--- config.mk ---
export PLATFORM = sky130hd
export DESIGN_NAME = mwrp_node_mem
export DESIGN_NICKNAME = d
export VERILOG_FILES = /design/src/hw/rtl/mwrp_node_mem.sv
export SDC_FILE = /design/constraint.sdc
export NUM_CORES = 1
export LEC_CHECK = 0
export ABC_AREA = 1
export ABC_CLOCK_PERIOD_IN_PS = 2020
export BUFFER_PORTS_ARGS = -buffer_cell sky130_fd_sc_hd__buf_2
export CORE_MARGIN = 8
export CORE_UTILIZATION = 40
export CTS_CLUSTER_DIAMETER = 60
export CTS_CLUSTER_SIZE = 14
export DETAILED_ROUTE_END_ITERATION = 16
export PLACE_DENSITY = 0.61
export SYNTH_ARGS = -nofsm -noshare
export SYNTH_HDL_FRONTEND = slang
export SYNTH_SLANG_ARGS = --single-unit
--- constraint.sdc ---
create_clock -name clock -period 2.02 [get_ports clock]
set_input_delay 0.101 -clock clock [delete_from_list [all_inputs] [get_ports clock]]
set_output_delay 0.101 -clock clock [all_outputs]
set_load 0.1 [all_outputs]
--- src/hw/rtl/mwrp_node_mem.sv ---
// Per-node memory: one write and one registered read port.
`default_nettype none
module mwrp_node_mem #(
   parameter int DEPTH = 1024,
   parameter int AW    = 10,
   parameter int DW    = 1
) (
   input  wire logic          clock,
   input  wire logic          wr_en,
   input  wire logic [AW-1:0] wr_addr,
   input  wire logic [DW-1:0] wr_data,
   input  wire logic [AW-1:0] rd_addr,
   output logic [DW-1:0]      rd_data
);
   logic [DW-1:0] mem [DEPTH];
   logic [DW-1:0] rd_ff;

   always_ff @(posedge clock) begin
      if (wr_en) begin
         mem[wr_addr] <= wr_data;
      end
      rd_ff <= mem[rd_addr];
   end

   assign rd_data = rd_ff;
endmodule
`default_nettype wire

# Word level (Yosys, flattened, before mapping)
# Memories as Yosys holds them, arrays and structs flattened. A register that Yosys moved wholly into a read port is not among the register bits.
# Index checks and enable logic that the tools add are counted.
[totals]
memories = 1
word_cells = 3
input_bits = 23
reg_bits = 0
ramBits = 1024
output_inout_bits = 1
[memory_table]
columns = ["name", "words", "width", "read_ports", "rd_clocked_by_memory_dff", "write_ports", "line_no", "text"]
rows = [
  ["mem", 1024, 1, 1, 1, 1, "15", "logic [DW-1:0] mem [DEPTH];"],
]
[op_classes]
muxes = 2
[op_table]
columns = ["op", "n"]
rows = [
  ["two-way mux 1 bit", 2],
]

# Logic depth before layout (Yosys ltp)
# Gate-level depths: netlist of the first run.
[depth]
ltp_word = 2
mapped_depth = 16
ltp_nobuf = 13

# Worst setup path after synthesis of the first run
# Ideal clock, no wire load.
[synth_path]
path_kind = "in2reg"
start = "input wr_en"
end = "memory mem[800] (enable)"
path_buffers = 3
slack_ps = 467
t_required_ps = 1720
cell_stages = 5
arrival_ps = 1253
cell_sequence = "clkbuf_1 buf_1 nand3_1 clkbuf_1 nor2_1"
[synth_via]
elab_chain_cells = 2
[synth_rtl]
columns = ["item", "line_no", "text"]
rows = [
  ["from (decl)", "9", "input wire logic wr_en,"],
  ["two-way mux 1 bit", "19", "if (wr_en) begin"],
  ["two-way mux 1 bit (not written as such)", "20", "mem[wr_addr] <= wr_data;"],
  ["to (decl)", "15", ""],
]
# Every way passes these cells.

==> results.toml, run 1 <==
[floorplanning]
die-height_um = 357
ios = 24
die_x_um = 357
dieArea_um2 = 127000
initial_utilization_pct = 40.1
row_count = 125
core_um2 = 116000

[yosys]
seq_area_frac_synth_pct = 66.3
ys.flop_type = "edfxtp_1"
syn_nets = 4702
async_reset_ff_share_pct = 0
synth-seq-cells = 1025
yosysTopAreaCellShare_pct = 66.3
syn_inst = 4679
synth_commonest_cells = "1102 x nand2_1, 1042 x nor2_1, 1024 x edfxtp_1, 1021 x nand3_1, 196 x clkbuf_1"
synth_edf_count = 1024
synth_cell_types = 17
synthTopCellsByArea = "edfxtp_1 66%, nand3_1 11%, nand2_1 8.9%"
avgSynthCellArea_um2 = 9.91
synth.cell_area_um2 = 46400
synth_top_area_cell = "edfxtp_1"
yosys.cell_count.top_type = "nand2_1"
yosys_warnings = 0

[timing]
slew_violations = 0
relSlewSlack_pct = 55.0
setup_viol = 0
whs_ps = 55.5
period_share_pct = 91.0
min_period_ps = 1840
tightest_slew_ps = 676
skew_ps = 42.7
rsz0062_at_grt = "no"
max_freq_ghz = 0.544
finalHoldViolCount = 0

[global_route]
overflow = 0
grt_max_degree = 116
grt_pass1_wl_um = 213000
antenna_found_initial = 4
grt_pass1_vias = 33567
grt.total_usage_pct = 22.1

[setup_path]
worstSetupPathType = "flip-flop to flip-flop"
startpoint_type = "flip-flop"
worst_ep_required_time_ps = 2600
cp-startpoint = "mem[50]"
cp_common_cell = "nand3_1"
worstPathCellList = "nand2_1, nand3_1, nand3_1, nand3_1, nand3_1, nand3_1, nand3_1, nand2_1, nand2_1, nand3_1, nand3_1, nand2_1"
slowest_stage = "edfxtp_1"
endpoint_kind = "flip-flop"
slowest_delay_ps = 370
reg2reg_from = "mem[50]"
reg2reg_to = "rd_data"
crit_path_end = "rd_data"
worstPathArrival_ps = 2410
rrSetupSlack_ps = 180
path_max_fanout = 1
reg2reg_depth = 12

[clock_network]
cts.reportedPaths.clkPinSlew_ps = 70
htree_levels = 3
cts_setup_buffers = 0
cts.sinks = 1025
cts_hold_buf = 7
cts_buffers = 91
cts_resized = 0
insertion_delay_ps = 680
cts_tree = "yes"
clockBufferDepth = 3
root_buffer = "clkbuf_16"

[power_and_ir_drop]
power_uw = 43400
cellLeakagePower_uw = 0.0175
peakVddDrop_mv = 0.588
power.density_nw_per_um2 = 827

[run_status]
outcome = "completed"

[placement]
dpl-instance-area_um2 = 49700
port_buffers = 23
dp_hpwl_um = 76900
globalplace.congestion = 0.839
dpl.cell_count = 6085

[drt]
viasPerCell = 5.63
finalWirelength_um = 144000
wl_per_cell_um = 23.1
detail-route-antenna-nets = 0
drt_pre_antenna_iters = 6
route.detailed.drc = 0
num_vias = 35043
drt_iter0_markers = 4412

[cells_and_area]
fin_area_um2 = 52500
final_layout_size_suffix_gt1_share_pct = 9.49
area_growth_pct = 13.1
layout.nets = 4684
fin_cells = 6227

[worst_hold_path]
worst_hold_path_type = "input port to flip-flop"

[run]
cap_violations = 0
[cell type report]
| cell class | count | area, um2 |
|---|---|---|
| Clock inverter | 28 | 298 |
| Inverter | 46 | 203 |
| Sequential cell | 1025 | 30800 |
| Tap cell | 1524 | 1910 |
| Clock buffer | 106 | 2400 |
| Antenna cell | 1 | 2.50 |
| Timing Repair Buffer | 301 | 3510 |
| Multi-Input combinational cell | 3196 | 13400 |
| Fill cell | 10728 | 63100 |
[cells in the final DEF (no fill, tap or decap)]
cell / instances
clkbuf_16: 93
nand4_1: 7
diode_2: 1
nand2_1: 1080
bufinv_16: 3
clkinv_4: 4
clkbuf_1: 11
nand3_2: 3
clkinv_2: 7
buf_6: 1
buf_8: 3
clkinvlp_4: 2
nor3_2: 2
nor3_1: 22
inv_1: 40
inv_16: 2
inv_8: 1
buf_4: 172
inv_2: 2
dlygate4sd3_1: 7
dfxtp_1: 1
nand2_2: 22
clkinv_1: 4
buf_2: 18
inv_6: 6
buf_12: 100
clkbuf_8: 2
clkinv_8: 3
nand3_1: 1018
edfxtp_1: 1024
nor2_1: 1042
[critical path, delay by kind of cell, from the launching register on]
family           cells  cell delay [ps]
and+or+nand+nor     12             1400
DFF                  1              370
[metal layers]
| layer | wire, um | share of wire (%) | up-vias | track usage, % |
|---|---|---|---|---|
| li1 | - | - | 15746 | - |
| met1 | 58400 | 41 | 17394 | 30.0 |
| met2 | 66000 | 46 | 1604 | 35.5 |
| met3 | 13300 | 9.3 | 295 | 3.25 |
| met4 | 5820 | 4.1 | 4 | 8.86 |
| met5 | 27 | 0.019 | - | 0 |
[worst min-delay path by stage]
| stage | from | endpoint | slack (ps) | cells past startpoint |
|---|---|---|---|---|
| after floorplan | wr_data | mem[0] | 200 | 0 |
| after global placement | rd_addr[9] | rd_data | 450 | 3 |
| after detailed placement | rd_addr[9] | rd_data | 450 | 3 |
| after CTS | wr_addr[3] | mem[691] | 9 | 4 |
| after global routing | wr_addr[3] | mem[695] | 70 | 4 |
| final | wr_addr[3] | mem[691] | 60 | 4 |
[per-stage QoR]
step	TNS [ps]	util, %	setup WS [ps]
6_report	0	45.4	181
3_5_place_dp	-198	43.0	-198
2_1_floorplan	0	-	467
5_1_grt	0	45.4	56.7
3_3_place_gp	-167	43.0	-167
4_1_cts	0	45.4	233
[power by group]
part           internal (uW)  switching, uW
clock network           8840           7900
registers              23400           9.06
logic                    997           2250
[sequential cells by signal, indices dropped and copies added (netlist names)]
name,flops
mem,1024
rd_data,1
[cells by family after synthesis]
family	Yosys count	share of synthesized area [%]
DFF	1025	66.3
buffers and inverters	458	4.94
and+or+nand+nor	3196	28.7
(Power assumes the default switching activity.)
==> run 2: changes to the inputs <==
==> constraint.sdc (replaced) <==
create_clock -name clock -period 2.02 [get_ports clock]
set_input_delay 0.404 -clock clock [delete_from_list [all_inputs] [get_ports clock]]
set_output_delay 0.404 -clock clock [all_outputs]
set_load 0.1 [all_outputs]
==> run 2 against run 1 <==
Sequential power about the same. Maximum frequency down 2.4%. Final area rose by 2.1%. Via count about the same. Register-to-register slack is essentially flat. Clock skew is 17 ps lower. Non-clock buffer count increased by 64. Wire length down 0.62%. Clock power increased by 2%. Critical endpoint is now rd_data. Largest power group unchanged.
==> results.toml, run 2 (synthesized netlist as in run 1, its figures left out) <==
[global_route]
grt_max_degree = 97
use_met1_pct = 30.0
grt.total_usage_pct = 21.9
grt_pass1_vias = 33346
antenna_found_initial = 2
top_usage_layer = "met2"
grt_util_met2_pct = 35.3
overflow = 0
grt_util_met3_pct = 3.42
grt_pass1_wl_um = 212000

[worst_hold_path]
worst_hold_path_type = "input port to flip-flop"

[drt]
wl_per_cell_um = 22.7
route.detailed.drc = 0
num_vias = 35017
detail-route-antenna-nets = 0
drt_iter0_markers = 4404
viasPerCell = 5.57
drt_pre_antenna_iters = 6
finalWirelength_um = 143000

[setup_path]
worst_ep_required_time_ps = 1620
worstSetupPathType = "flip-flop to output pin"
slowest_stage = "dfxtp_1"
endpoint_kind = "output pin"
path_delay_family = "flip-flops"
crit_buf_inv = 1
worstPathArrival_ps = 1480
path_max_fanout = 1
startpoint_type = "flip-flop"
worstPathCellList = "buf_4"
rrSetupSlack_ps = 180
slowest_delay_ps = 480

[timing]
skew_ps = 25.5
slew_violations = 0
period_share_pct = 93.3
min_period_ps = 1890
relSlewSlack_pct = 67.1
rsz0062_at_grt = "no"
finalHoldViolCount = 0
max_freq_ghz = 0.530
tightest_slew_ps = 493
setup_viol = 0
finalSetupTns_ps = 0

[cells_and_area]
largest_reg_flops = 1024
top_register = "mem"
multi_input_area_um2 = 13400
layout_common_cells = "1080 x nand2_1, 1042 x nor2_1, 1024 x edfxtp_1, 1018 x nand3_1, 197 x buf_4"
nFillCells = 10711
layout.nets = 4747
utilization_pct = 46.4
fin_area_um2 = 53600
area_growth_pct = 15.5
seqCellArea_um2 = 30800
final_common_cell = "nand2_1"
final_layout_size_suffix_gt1_share_pct = 10.8

[clock_network]
htree_levels = 3
clockBufferDepth = 3
root_buffer = "clkbuf_16"
cts.reportedPaths.clkPinSlew_ps = 60
cts_tree = "yes"
cts_buffers = 90
cts_hold_buf = 0
cts.sinks = 1025
insertion_delay_ps = 670

[placement]
globalplace.congestion = 0.855
port_buffers = 23
dpl-instance-area_um2 = 50800
dp_hpwl_um = 81100

[power_and_ir_drop]
peakVddDrop_mv = 0.728
clkPwrFrac_pct = 39.0
p_int_uw = 33900
power.density_nw_per_um2 = 820
p_switching_uw = 10000
p_seq_share_pct = 53.2
combPwrFrac_pct = 7.8
swShare_pct = 22.9
cellLeakagePower_uw = 0.0181

[floorplanning]
ios = 24
dieArea_um2 = 127000
die_x_um = 357
initial_utilization_pct = 40.1
row_count = 125
core_um2 = 116000
die-height_um = 357

[run]
cap_violations = 0

[run_status]
outcome = "completed"
==> run 2: final timing paths <==
check                  start  endpoint  depth (start not counted)
setup / recovery     rd_data   rd_data                          1
hold / removal    rd_addr[9]   rd_data                          3
hold reg to reg     mem[352]   rd_data                         12
setup reg to reg     mem[35]   rd_data                         12
==> run 2: routing by layer <==
| metal | share of wire (%) | wire, um |
|---|---|---|
| met5 | 0.0091 | 13 |
| met4 | 3.9 | 5610 |
| met3 | 8.8 | 12500 |
| met2 | 46 | 66100 |
| met1 | 41 | 58500 |
==> run 2: through the flow <==
stage / instances / worst slack (ps) / power, uW / hold WS, ps
2_1_floorplan: 4679 / 164 / 25500 / 503
3_3_place_gp: 6156 / -389 / 27200 / 773
3_5_place_dp: 6156 / -365 / 27200 / 776
4_1_cts: 6284 / 52.0 / 44200 / 76.0
5_1_grt: 6284 / 31.5 / 45100 / 102
6_report: 6285 / 135 / 43900 / 127
==> run 2: final cells by class <==
type,instances,share of cell area (%)
flip-flops and latches,1025,57.4
multi-input cells,3196,25.0
repair buffers,365,8.51
clock buffers,96,4.32
well taps,1524,3.56
clock inverters,32,0.812
inverters,46,0.378
diodes,1,0.00467
==> run 2: power groups by stage <==
| stage | Clock, uW | Combinational (uW) | Sequential (uW) |
|---|---|---|---|
| after floorplan | 0 | 1660 | 23900 |
| after global placement | 0 | 3360 | 23900 |
| after detailed placement | 0 | 3380 | 23900 |
| after CTS | 17400 | 3400 | 23400 |
| after global routing | 18100 | 3660 | 23400 |
| final | 17100 | 3420 | 23400 |
==> run 2: repair_timing <==
action	4_1_cts	5_1_grt
setup endpoints to repair	1	0
gates resized for setup	1	0
setup buffers	0	0
==> run 2: worst register-to-register path: stages (launching register included) <==
cell and delay, ps:
edfxtp_1 380, nand2_1 80, nand3_1 70, nand3_1 90, nand3_1 90, nand3_1 100
nand3_1 90, nand3_1 250, nand2_1 210, nand2_1 120, nand3_1 90, nand3_1 90
nand2_1 60
